$ cat src/rtl/assert_macros.svh
// Assertion helpers
`ifndef ASSERT_MACROS_SVH
`define ASSERT_MACROS_SVH
`ifndef SYNTHESIS
`define ASSERT_IMPL(lbl, clk_s, rstn_s, prop) \
  lbl: assert property (@(posedge clk_s) disable iff (!rstn_s) prop) else $error("assert failed");
`define ASSERT_NEVER(lbl, clk_s, rstn_s, cond) \
  lbl: assert property (@(posedge clk_s) disable iff (!rstn_s) !(cond)) else $error("never failed");
`else
`define ASSERT_IMPL(lbl, clk_s, rstn_s, prop)
`define ASSERT_NEVER(lbl, clk_s, rstn_s, cond)
`endif
`endif

$ cat src/rtl/arpc_pkg.sv
package arpc_pkg;
  localparam int CacheDepthDef = 32;
  localparam int RequestDepthDef = 16;
  localparam logic [1:0] ACT_LOOKUP = 2'd0;
  localparam logic [1:0] ACT_INSERT = 2'd1;
  localparam logic [1:0] ACT_APPEND = 2'd2;
  localparam logic [1:0] ACT_TICK   = 2'd3;
  localparam logic [2:0] K_LOOKUP  = 3'd0;
  localparam logic [2:0] K_INSERT  = 3'd1;
  localparam logic [2:0] K_RELEASE = 3'd2;
  localparam logic [2:0] K_SEND    = 3'd3;
  localparam logic [2:0] K_QUEUED  = 3'd4;
  localparam logic [2:0] K_UNREACH = 3'd5;
  localparam logic [2:0] K_TICK    = 3'd6;
  localparam logic [2:0] K_FULL    = 3'd7;
  localparam logic CFG_TIMEOUT = 1'b0;
  localparam logic CFG_TRIES   = 1'b1;
  localparam logic [7:0] TimeoutRst = 8'd15;
  localparam logic [3:0] TriesRst = 4'd5;
  localparam logic [15:0] LfsrRst = 16'hACE1;
  typedef enum logic [2:0] {
    ST_IDLE, ST_CSCAN, ST_CWRITE, ST_RSCAN, ST_DONE
  } state_t;
  typedef struct packed {
    logic       ip_eq;
    logic       port_eq;
  } cmp_t;
endpackage

$ cat src/rtl/arpc_ram.sv
module arpc_ram #(
  parameter int Width = 8,
  parameter int Depth = 2
) (
  input  logic                     clk,
  input  logic                     we,
  input  logic [$clog2(Depth)-1:0] waddr,
  input  logic [Width-1:0]         wdata,
  input  logic [$clog2(Depth)-1:0] raddr,
  output logic [Width-1:0]         rdata
);
  logic [Width-1:0] mem [Depth];
  always_ff @(posedge clk) begin
    if (we) mem[waddr] <= wdata;
    rdata <= mem[raddr];
  end
endmodule

$ cat src/rtl/arpc_cmp.sv
// Shared compare unit: stored IP/port against the command
module arpc_cmp (
  input  logic [31:0]        a_ip,
  input  logic [31:0]        b_ip,
  input  logic [3:0]         a_port,
  input  logic [3:0]         b_port,
  output arpc_pkg::cmp_t     res
);
  assign res.ip_eq = (a_ip == b_ip);
  assign res.port_eq = (a_port == b_port);
endmodule

$ cat src/rtl/arp_cache_with_pending_requests.sv
// ARP cache with pending requests. A command (start while !busy) is executed
// by a sequencer stepping one entry per cycle through a single IP/port
// compare unit over a cache RAM and a request RAM (registered read). Lookup
// scans all CACHE_DEPTH entries; append scans the requests only. Insert scans
// the cache, writes the new entry (ST_CWRITE), then scans the requests; tick
// scans the cache, the requests, then gives its closing result (ST_DONE). At
// most one result leaves per cycle. The insert-done result is held one step
// so that it can carry out_last when no request gets released. Results appear
// on out_* for one cycle with out_valid high; the receiver cannot stall them,
// so the block never waits on it. out_last marks the final result of each
// item. Valid bits live in flip-flops; the RAM contents need no clearing
// after reset.
`include "assert_macros.svh"
module arp_cache_with_pending_requests #(
  parameter int CACHE_DEPTH = arpc_pkg::CacheDepthDef,
  parameter int REQUEST_DEPTH = arpc_pkg::RequestDepthDef
) (
  input  logic        clk,
  input  logic        rst_n,
  input  logic        start,
  output logic        busy,
  input  logic [1:0]  in_action,
  input  logic [31:0] in_ip_addr,
  input  logic [47:0] in_mac_in,
  input  logic [3:0]  in_port,
  output logic        out_valid,
  output logic [2:0]  out_kind,
  output logic        out_hit,
  output logic [31:0] out_ip_out,
  output logic [3:0]  out_port_out,
  output logic [47:0] out_mac_out,
  output logic        out_last,
  input  logic        cfg_valid,
  output logic        cfg_ready,
  input  logic        cfg_index,
  input  logic [7:0]  cfg_data
);
  localparam int CW = (CACHE_DEPTH > 1) ? $clog2(CACHE_DEPTH) : 1;
  localparam int RW = (REQUEST_DEPTH > 1) ? $clog2(REQUEST_DEPTH) : 1;
  localparam int RD = (REQUEST_DEPTH > 1) ? REQUEST_DEPTH : 2;
  localparam int CCW = $clog2(CACHE_DEPTH + 1);
  localparam int RCW = $clog2(REQUEST_DEPTH + 1);
  // entry word: ip, mac, age ; request word: ip, port, tries
  localparam int EW = 88;
  localparam int QW = 40;
  // victim slot = lfsr mod CACHE_DEPTH by reciprocal multiply, exact for 16 bits
  localparam int VK = 16 + CW;
  localparam logic [16:0] VMUL =
    17'(((64'd1 << VK) + 64'(CACHE_DEPTH) - 64'd1) / 64'(CACHE_DEPTH));

  arpc_pkg::state_t st_r, st_nxt;
  logic [7:0] tmo_r;
  logic [3:0] tries_max_r;
  logic [15:0] lfsr_r, lfsr_nxt;
  logic [CACHE_DEPTH-1:0] ev_r, ev_nxt;
  logic [REQUEST_DEPTH-1:0] rv_r, rv_nxt;
  logic [1:0] act_r;
  logic [31:0] ip_r;
  logic [47:0] mac_r;
  logic [3:0] port_r;
  // scan counter: issued address; pipe valid for read data of previous address
  logic [CCW-1:0] ccnt_r, ccnt_nxt;
  logic [RCW-1:0] rcnt_r, rcnt_nxt;
  logic pv_r, pv_nxt;
  logic [CW-1:0] paddr_c_r, paddr_c_nxt;
  logic [RW-1:0] paddr_r_r, paddr_r_nxt;
  logic found_r, found_nxt;
  logic [CW-1:0] fidx_r, fidx_nxt;
  logic [47:0] fmac_r, fmac_nxt;
  logic freef_r, freef_nxt;
  logic [RW-1:0] ridx_r, ridx_nxt;
  // insert result held back one step (insert done, then each release)
  logic [2:0] hkind_r, hkind_nxt;
  logic [3:0] hport_r, hport_nxt;
  // lfsr quotient; lfsr only moves on a write cycle, long after the last one
  logic [15:0] vq_r;
  logic [15:0] vrem;

  logic c_we, r_we;
  logic [CW-1:0] c_waddr, c_raddr;
  logic [EW-1:0] c_wdata, c_rdata;
  logic [RW-1:0] r_waddr, r_raddr;
  logic [QW-1:0] r_wdata, r_rdata;

  logic        ov_nxt, hit_nxt, last_nxt;
  logic [2:0]  kind_nxt;
  logic [31:0] oip_nxt;
  logic [3:0]  oport_nxt;
  logic [47:0] omac_nxt;

  logic [31:0] cmp_a;
  logic [3:0]  cmp_pa;
  arpc_pkg::cmp_t cmp;

  arpc_ram #(.Width(EW), .Depth(CACHE_DEPTH)) u_cram (
    .clk, .we(c_we), .waddr(c_waddr), .wdata(c_wdata), .raddr(c_raddr), .rdata(c_rdata));
  arpc_ram #(.Width(QW), .Depth(RD)) u_rram (
    .clk, .we(r_we), .waddr(r_waddr), .wdata(r_wdata), .raddr(r_raddr), .rdata(r_rdata));

  // one compare path, fed by cache or request read data
  assign cmp_a  = (st_r == arpc_pkg::ST_CSCAN) ? c_rdata[87:56] : r_rdata[39:8];
  assign cmp_pa = r_rdata[7:4];
  arpc_cmp u_cmp (.a_ip(cmp_a), .b_ip(ip_r), .a_port(cmp_pa), .b_port(port_r), .res(cmp));

  assign busy = (st_r != arpc_pkg::ST_IDLE);
  assign cfg_ready = 1'b1;
  assign vrem = lfsr_r - 16'(vq_r * 16'(CACHE_DEPTH));

  always_ff @(posedge clk) begin
    if (!rst_n) begin
      st_r <= arpc_pkg::ST_IDLE;
      tmo_r <= arpc_pkg::TimeoutRst;
      tries_max_r <= arpc_pkg::TriesRst;
      lfsr_r <= arpc_pkg::LfsrRst;
      ev_r <= '0;
      rv_r <= '0;
      out_valid <= 1'b0;
      pv_r <= 1'b0;
    end else begin
      st_r <= st_nxt;
      lfsr_r <= lfsr_nxt;
      ev_r <= ev_nxt;
      rv_r <= rv_nxt;
      out_valid <= ov_nxt;
      pv_r <= pv_nxt;
      if (cfg_valid) begin
        if (cfg_index == arpc_pkg::CFG_TIMEOUT) tmo_r <= cfg_data;
        else tries_max_r <= cfg_data[3:0];
      end
    end
  end

  always_ff @(posedge clk) begin
    if (start && !busy) begin
      act_r <= in_action;
      ip_r <= in_ip_addr;
      mac_r <= in_mac_in;
      port_r <= in_port;
    end
    ccnt_r <= ccnt_nxt;
    rcnt_r <= rcnt_nxt;
    paddr_c_r <= paddr_c_nxt;
    paddr_r_r <= paddr_r_nxt;
    found_r <= found_nxt;
    fidx_r <= fidx_nxt;
    fmac_r <= fmac_nxt;
    freef_r <= freef_nxt;
    ridx_r <= ridx_nxt;
    hkind_r <= hkind_nxt;
    hport_r <= hport_nxt;
    vq_r <= 16'((33'(lfsr_r) * 33'(VMUL)) >> VK);
    out_kind <= kind_nxt;
    out_hit <= hit_nxt;
    out_ip_out <= oip_nxt;
    out_port_out <= oport_nxt;
    out_mac_out <= omac_nxt;
    out_last <= last_nxt;
  end

  always_comb begin
    logic [8:0] age1;
    logic fb;
    st_nxt = st_r;
    lfsr_nxt = lfsr_r;
    ev_nxt = ev_r;
    rv_nxt = rv_r;
    ccnt_nxt = ccnt_r;
    rcnt_nxt = rcnt_r;
    pv_nxt = 1'b0;
    paddr_c_nxt = ccnt_r[CW-1:0];
    paddr_r_nxt = rcnt_r[RW-1:0];
    found_nxt = found_r;
    fidx_nxt = fidx_r;
    fmac_nxt = fmac_r;
    freef_nxt = freef_r;
    ridx_nxt = ridx_r;
    hkind_nxt = hkind_r;
    hport_nxt = hport_r;
    c_we = 1'b0;
    c_waddr = paddr_c_r;
    c_wdata = c_rdata;
    c_raddr = ccnt_r[CW-1:0];
    r_we = 1'b0;
    r_waddr = paddr_r_r;
    r_wdata = r_rdata;
    r_raddr = rcnt_r[RW-1:0];
    ov_nxt = 1'b0;
    kind_nxt = arpc_pkg::K_LOOKUP;
    hit_nxt = 1'b0;
    oip_nxt = '0;
    oport_nxt = '0;
    omac_nxt = '0;
    last_nxt = 1'b0;
    age1 = {1'b0, c_rdata[7:0]} + 9'd1;
    fb = lfsr_r[0] ^ lfsr_r[2] ^ lfsr_r[3] ^ lfsr_r[5];
    unique case (st_r)
      arpc_pkg::ST_IDLE: begin
        ccnt_nxt = '0;
        rcnt_nxt = '0;
        found_nxt = 1'b0;
        freef_nxt = 1'b0;
        if (start) begin
          st_nxt = (in_action == arpc_pkg::ACT_APPEND) ? arpc_pkg::ST_RSCAN
                                                      : arpc_pkg::ST_CSCAN;
        end
      end
      arpc_pkg::ST_CSCAN: begin
        if (ccnt_r < CCW'(CACHE_DEPTH)) begin
          ccnt_nxt = ccnt_r + 1'b1;
          pv_nxt = 1'b1;
        end
        if (pv_r) begin
          if (act_r == arpc_pkg::ACT_TICK) begin
            if (ev_r[paddr_c_r]) begin
              if (age1 > {1'b0, tmo_r}) ev_nxt[paddr_c_r] = 1'b0;
              else begin
                c_we = 1'b1;
                c_wdata = {c_rdata[87:8], age1[7:0]};
              end
            end
          end else if (ev_r[paddr_c_r] && cmp.ip_eq && !found_r) begin
            found_nxt = 1'b1;
            fidx_nxt = paddr_c_r;
            fmac_nxt = c_rdata[55:8];
          end
        end
        if (!pv_nxt && !pv_r && ccnt_r == CCW'(CACHE_DEPTH)) begin
          unique case (act_r)
            arpc_pkg::ACT_LOOKUP: begin
              ov_nxt = 1'b1;
              kind_nxt = arpc_pkg::K_LOOKUP;
              hit_nxt = found_r;
              oip_nxt = ip_r;
              omac_nxt = found_r ? fmac_r : '0;
              last_nxt = 1'b1;
              st_nxt = arpc_pkg::ST_IDLE;
            end
            arpc_pkg::ACT_INSERT: st_nxt = arpc_pkg::ST_CWRITE;
            default: st_nxt = arpc_pkg::ST_RSCAN;
          endcase
        end
      end
      arpc_pkg::ST_CWRITE: begin
        c_we = 1'b1;
        c_wdata = {ip_r, mac_r, 8'd0};
        if (found_r) c_waddr = fidx_r;
        else if (!(&ev_r)) begin
          c_waddr = fidx_r;
          for (int i = CACHE_DEPTH - 1; i >= 0; i--)
            if (!ev_r[i]) c_waddr = CW'(i);
        end else begin
          c_waddr = vrem[CW-1:0];
          lfsr_nxt = {fb, lfsr_r[15:1]};
        end
        ev_nxt[c_waddr] = 1'b1;
        // insert done waits for the request scan to learn whether it is last
        hkind_nxt = arpc_pkg::K_INSERT;
        hport_nxt = '0;
        st_nxt = arpc_pkg::ST_RSCAN;
      end
      arpc_pkg::ST_RSCAN: begin
        if (rcnt_r < RCW'(REQUEST_DEPTH)) begin
          rcnt_nxt = rcnt_r + 1'b1;
          pv_nxt = 1'b1;
        end
        if (pv_r) begin
          unique case (act_r)
            arpc_pkg::ACT_INSERT: begin
              // a match lets the held result go, and the release is held instead
              if (rv_r[paddr_r_r] && cmp.ip_eq) begin
                rv_nxt[paddr_r_r] = 1'b0;
                ov_nxt = 1'b1;
                kind_nxt = hkind_r;
                oip_nxt = ip_r;
                oport_nxt = hport_r;
                omac_nxt = mac_r;
                hkind_nxt = arpc_pkg::K_RELEASE;
                hport_nxt = r_rdata[7:4];
              end
            end
            arpc_pkg::ACT_APPEND: begin
              if (rv_r[paddr_r_r] && cmp.ip_eq && cmp.port_eq) found_nxt = 1'b1;
              if (!rv_r[paddr_r_r] && !freef_r) begin
                freef_nxt = 1'b1;
                ridx_nxt = paddr_r_r;
              end
            end
            default: begin
              if (rv_r[paddr_r_r]) begin
                ov_nxt = 1'b1;
                oip_nxt = r_rdata[39:8];
                oport_nxt = r_rdata[7:4];
                if (r_rdata[3:0] >= tries_max_r) begin
                  kind_nxt = arpc_pkg::K_UNREACH;
                  rv_nxt[paddr_r_r] = 1'b0;
                end else begin
                  kind_nxt = arpc_pkg::K_SEND;
                  r_we = 1'b1;
                  r_wdata = {r_rdata[39:4], r_rdata[3:0] + 4'd1};
                end
              end
            end
          endcase
        end
        if (!pv_nxt && !pv_r && rcnt_r == RCW'(REQUEST_DEPTH)) begin
          if (act_r == arpc_pkg::ACT_APPEND) begin
            ov_nxt = 1'b1;
            oip_nxt = ip_r;
            oport_nxt = port_r;
            last_nxt = 1'b1;
            if (found_r) kind_nxt = arpc_pkg::K_QUEUED;
            else if (freef_r) begin
              kind_nxt = arpc_pkg::K_SEND;
              r_we = 1'b1;
              r_waddr = ridx_r;
              r_wdata = {ip_r, port_r, 4'd1};
              rv_nxt[ridx_r] = 1'b1;
            end else kind_nxt = arpc_pkg::K_FULL;
            st_nxt = arpc_pkg::ST_IDLE;
          end else if (act_r == arpc_pkg::ACT_TICK) begin
            st_nxt = arpc_pkg::ST_DONE;
          end else begin
            // insert: the held result is the final one
            ov_nxt = 1'b1;
            kind_nxt = hkind_r;
            oip_nxt = ip_r;
            oport_nxt = hport_r;
            omac_nxt = mac_r;
            last_nxt = 1'b1;
            st_nxt = arpc_pkg::ST_IDLE;
          end
        end
      end
      arpc_pkg::ST_DONE: begin
        ov_nxt = 1'b1;
        kind_nxt = arpc_pkg::K_TICK;
        last_nxt = 1'b1;
        st_nxt = arpc_pkg::ST_IDLE;
      end
      default: st_nxt = arpc_pkg::ST_IDLE;
    endcase
  end

  `ASSERT_IMPL(a_accept_busy, clk, rst_n, (start && !busy) |=> busy)
  `ASSERT_NEVER(a_no_out_idle_pre, clk, rst_n, out_valid && $past(st_r == arpc_pkg::ST_IDLE))
  `ASSERT_IMPL(a_last_to_idle, clk, rst_n, (out_valid && out_last) |-> !busy)
endmodule
$ cat config.mk
export PLATFORM = sky130hd
export DESIGN_NAME = arp_cache_with_pending_requests
export DESIGN_NICKNAME = d
export VERILOG_FILES = /design/src/rtl/arpc_pkg.sv /design/src/rtl/arpc_ram.sv /design/src/rtl/arpc_cmp.sv /design/src/rtl/arp_cache_with_pending_requests.sv
export VERILOG_INCLUDE_DIRS = /design/src /design/src/rtl
export SDC_FILE = /design/constraint.sdc
export NUM_CORES = 2
export LEC_CHECK = 0
export ABC_AREA = 1
export BUFFER_PORTS_ARGS = -buffer_cell sky130_fd_sc_hd__buf_2
export CORE_MARGIN = 10
export CORE_UTILIZATION = 60
export DETAILED_ROUTE_END_ITERATION = 6
export PLACE_DENSITY = 0.79
export SYNTH_ARGS = -nofsm -noshare
export SYNTH_HDL_FRONTEND = slang
export SYNTH_SLANG_ARGS = --single-unit
export TNS_END_PERCENT = 50
$ cat constraint.sdc
create_clock -name clk -period 8.41 [get_ports clk]
set_input_delay 2.523 -clock clk [delete_from_list [all_inputs] [get_ports clk]]
set_output_delay 2.523 -clock clk [all_outputs]
set_load 0.05 [all_outputs]
==> results.json <==
{
  "clkTransAtPathRegs_ns": 0.06,
  "cp_data_arrival_time_ns": 6.56,
  "fp.coreArea_mm2": 0.2519,
  "initial_utilization_pct": 60.37,
  "power.share.combinational_pct": 31.3,
  "die_w_um": 523.4,
  "cts_tree": "done",
  "num_clock_sinks": 3925,
  "post_drt_via_cell_ratio": 6.794,
  "classification_of_the_worst_slack_hold_path": "reg -> reg",
  "timing.rr.end": "u_cram.mem[23][73]$_DFFE_PP_",
  "multi_input_comb_area_mm2": 0.03366,
  "synth_largest_type_area_fraction_pct": 71.46,
  "synthTopCellsByArea": "sky130_fd_sc_hd__edfxtp_1 (71%), sky130_fd_sc_hd__o21ai_0 (6.8%), sky130_fd_sc_hd__nor2_1 (4.9%), sky130_fd_sc_hd__dfxtp_1 (4.0%), sky130_fd_sc_hd__o22ai_1 (2.5%)",
  "dieArea_mm2": 0.2739,
  "drt-pass1-iter-count": 7,
  "status": "complete, but fails checks",
  "violations": "max-slew violations",
  "synth_area_leader": "sky130_fd_sc_hd__edfxtp_1",
  "wl_um": 441200,
  "yosysMostFrequentCell": "sky130_fd_sc_hd__edfxtp_1",
  "power_switching_share_pct": 36.68,
  "place_hpwl_um": 238800,
  "slew-limit-headroom_pct": -2.245,
  "report.final.setup_viol": 0,
  "routed-via-count": 104300,
  "synth_async_sr_flop_share_pct": 0,
  "hold_end": "fmac_r[6]$_DFFE_PP_",
  "hold_buffers": 0,
  "setup-tns-final_ns": 0,
  "number_of_antenna_violations_at_the_first_check_in_global_routing": 21,
  "report.final.hold_viol_count": 0,
  "crit_chain": "ha_1 -> nand3_1 -> nor2_1 -> nand2_1 -> nor2_1 -> inv_1 -> nand2_1 -> inv_1 -> ha_1 -> a21oi_1 -> o21ai_0 -> a21oi_1 -> o22ai_1 -> nor2_1 -> inv_1 -> nor2_2 -> inv_1 -> nand2_2 -> inv_1 -> nor3_1 -> nand2_1 -> nor2_4 -> buf_12",
  "post_route_drc_violation_count": 0,
  "final_period_minus_worst_setup_slack_ns": 5.970,
  "wire_length_of_the_first_global_routing_pass_um": 644000,
  "clock_power_share_pct": 27.5,
  "detail_route.iter0.violations": 18890,
  "criticalPathCategory": "reg -> reg",
  "grt_max_degree": 237,
  "post-route-util_pct": 67.54,
  "synth_warn": 0,
  "area_growth_pct": 11.89,
  "synth_fp_nets": 11750,
  "report.final.slew_viol_count": 1,
  "floorplan.die.height_um": 523.4,
  "layout.nets": 11800,
  "pwr_density_cell_mw_per_mm2": 374.3,
  "crit_path_frequent_cell": "sky130_fd_sc_hd__inv_1",
  "layout-drive-gt1-share_pct": 10.21,
  "clock_skew_ns": 0.07727,
  "ys_seq_elements": 3925,
  "critical_path_required_ns": 9.00,
  "synthTopCellsByCount": "sky130_fd_sc_hd__edfxtp_1 (3618), sky130_fd_sc_hd__o21ai_0 (2079), sky130_fd_sc_hd__nor2_1 (1973)",
  "timing.critical_path.slowest_cell_delay_ns": 0.94,
  "postSynth.topFlopCell": "sky130_fd_sc_hd__edfxtp_1",
  "hold_depth": 0,
  "critical-path-slowest-cell": "sky130_fd_sc_hd__nor2_4",
  "fmax_ghz": 0.1675,
  "synth.yosys.seq_area_share_pct": 75.50,
  "vdd_drop_max_uv": 339.9,
  "clk_root_buffer_cell": "sky130_fd_sc_hd__clkbuf_16",
  "internal_power_w": 0.04032,
  "cts_buffer_depth": 4,
  "crit_path_start_kind": "register",
  "worst_r2r_path_depth": 23,
  "count_of_flip_flops_with_a_built_in_enable_after_synthesis": 3618,
  "total_switching_power_w": 0.02335,
  "cts_htree_levels": 5,
  "crit-reg2reg-launch": "u_cram.rdata[0]$_DFF_P_",
  "worstSetupEndpointType": "register",
  "rows": 184,
  "seq_power_share_pct": 41.2,
  "min-delay-start": "u_cram.rdata[14]$_DFF_P_",
  "grt_setup_unrepaired": "no",
  "postCtsResizedCells": 0,
  "synth.distinct_cells": 52,
  "clock_latency_at_the_later_pin_of_the_worst_skew_pair_ns": 1.02,
  "worst_pin_slew_ns": 1.534,
  "wire_per_inst_um": 28.74,
  "floorplan.io_pins": 191,
  "fillCellCount": 16170,
  "critPathMaxFanout": 54,
  "mean_instance_size_in_the_synthesized_netlist_um2": 13.07,
  "antenna_left": 0,
  "postSynthCellCount": 11630,
  "final_estimated_routing_congestion_in_global_placement": 0.9098,
  "grt_remaining_overflow": 0,
  "number_of_maximum_capacitance_violations": 0,
  "leakage_component_of_the_power_nw": 55.56,
  "netlist_area_mm2": 0.1520,
  "groute.usage.overall_pct": 31.12,
  "reg2reg_slack_ns": 2.44,
  "area.sequential_mm2": 0.1148,
  "cts.repair_timing.setup_buffer_count": 0,
  "grt_pass1_vias": 100300,
  "cts-buffers-inserted": 394,
  "io_buffer_count": 189,
  "fin_crit_sh_pct": 70.98
}
-- flip-flops by register name (all words and copies together), names as in the netlist, 32 cells and up --
name,flops
ev_r,32
u_cram.mem,2816
out_mac_out,48
u_rram.rdata,40
u_cram.rdata,88
ip_r,32
mac_r,48
fmac_r,48
u_rram.mem,640
out_ip_out,32
-- placed cells by master, fill, tap and decap left out, types with 52 or more instances in the layout --
| cell | count |
|---|---|
| sky130_fd_sc_hd__a21oi_1 | 150 |
| sky130_fd_sc_hd__a221oi_1 | 52 |
| sky130_fd_sc_hd__buf_2 | 189 |
| sky130_fd_sc_hd__buf_4 | 245 |
| sky130_fd_sc_hd__clkbuf_1 | 68 |
| sky130_fd_sc_hd__clkbuf_16 | 402 |
| sky130_fd_sc_hd__clkinv_1 | 72 |
| sky130_fd_sc_hd__clkinv_2 | 76 |
| sky130_fd_sc_hd__dfxtp_1 | 307 |
| sky130_fd_sc_hd__edfxtp_1 | 3618 |
| sky130_fd_sc_hd__inv_1 | 287 |
| sky130_fd_sc_hd__nand2_1 | 687 |
| sky130_fd_sc_hd__nand3_1 | 225 |
| sky130_fd_sc_hd__nand4_1 | 59 |
| sky130_fd_sc_hd__nor2_1 | 1918 |
| sky130_fd_sc_hd__nor2_4 | 56 |
| sky130_fd_sc_hd__o21ai_0 | 1989 |
| sky130_fd_sc_hd__o21ai_1 | 86 |
| sky130_fd_sc_hd__o21ai_2 | 67 |
| sky130_fd_sc_hd__o221ai_1 | 290 |
| sky130_fd_sc_hd__o22ai_1 | 611 |
-- worst max-delay path: cells and delay by family, from the launching register on --
kind / cells / cell delay, ns
buf+inv: 6 / 0.97
simple gates: 11 / 3.01
flops: 1 / 0.44
compound gates: 4 / 0.57
fa+ha+maj: 2 / 0.53
-- kinds of logic (layout without fill, tap and decap cells) --
family	after synthesis	count (layout)	share of synthesized area, %
xor gates and xnor gates	38	38	0.2189
other	1	8	0.002467
AOI/OAI and AO/OA	3499	3499	13.37
and+or+nand+nor	3031	3031	7.896
DFF	3925	3925	75.50
adders and majority gates	22	22	0.1810
buffers and inverters	1115	1481	2.825
-- layer usage --
layer	share of wire (%)	GRT usage [%]
met3	14	7.405
met1	35	41.95
met5	0.026	0
met4	5.6	15.57
met2	46	47.89
-- how the worst max path moves through the flow --
| stage | slack (ns) | to | from | cells after the start |
|---|---|---|---|---|
| after floorplan | 1.46 | u_cram.mem[22][0]$_DFFE_PP_ | u_cram.rdata[0]$_DFF_P_ | 21 |
| after global placement | 2.40 | u_cram.mem[23][73]$_DFFE_PP_ | u_cram.rdata[0]$_DFF_P_ | 23 |
| after detailed placement | 2.71 | u_rram.mem[8][17]$_DFFE_PP_ | rcnt_r[0]$_SDFFCE_PN0P_ | 13 |
| after CTS | 2.66 | u_rram.mem[10][9]$_DFFE_PP_ | rcnt_r[0]$_SDFFCE_PN0P_ | 13 |
| after global routing | 2.12 | u_cram.mem[23][60]$_DFFE_PP_ | u_cram.rdata[0]$_DFF_P_ | 23 |
| final | 2.44 | u_cram.mem[23][73]$_DFFE_PP_ | u_cram.rdata[0]$_DFF_P_ | 23 |
-- final cells by class --
type	count	area share, %
inverter	305	0.7083
clock inverter	209	1.228
sequential	3925	67.48
tap	3348	2.463
clock buffer	502	6.322
multi-input combinational	6591	19.79
timing repair buffer	465	2.002
antenna	7	0.01030
-- power by group through the flow --
stage / sequential, W / combinational [W] / clock [W]
final: 0.0262 / 0.0199 / 0.0175
after global routing: 0.0263 / 0.0211 / 0.0183
after CTS: 0.0262 / 0.0193 / 0.0175
after detailed placement: 0.0266 / 0.0191 / 0
after global placement: 0.0266 / 0.0184 / 0
after floorplan: 0.0266 / 0.0112 / 0
-- stage by stage --
stage | instances | hold WS, ns | worst slack [ns] | total power (W) | cell area [um^2]
global route | 15350 | 0.4400 | 2.115 | 0.06564 | 170100
detailed placement | 14630 | 0.4156 | 2.709 | 0.04567 | 157300
finish | 15350 | 0.4316 | 2.440 | 0.06367 | 170100
CTS | 15350 | 0.4297 | 2.663 | 0.06302 | 170100
global placement | 14630 | 0.4123 | 2.400 | 0.04495 | 157300
floorplan | 11630 | 0.3462 | 1.457 | 0.03785 | 152000
(Power assumes the default switching activity.)
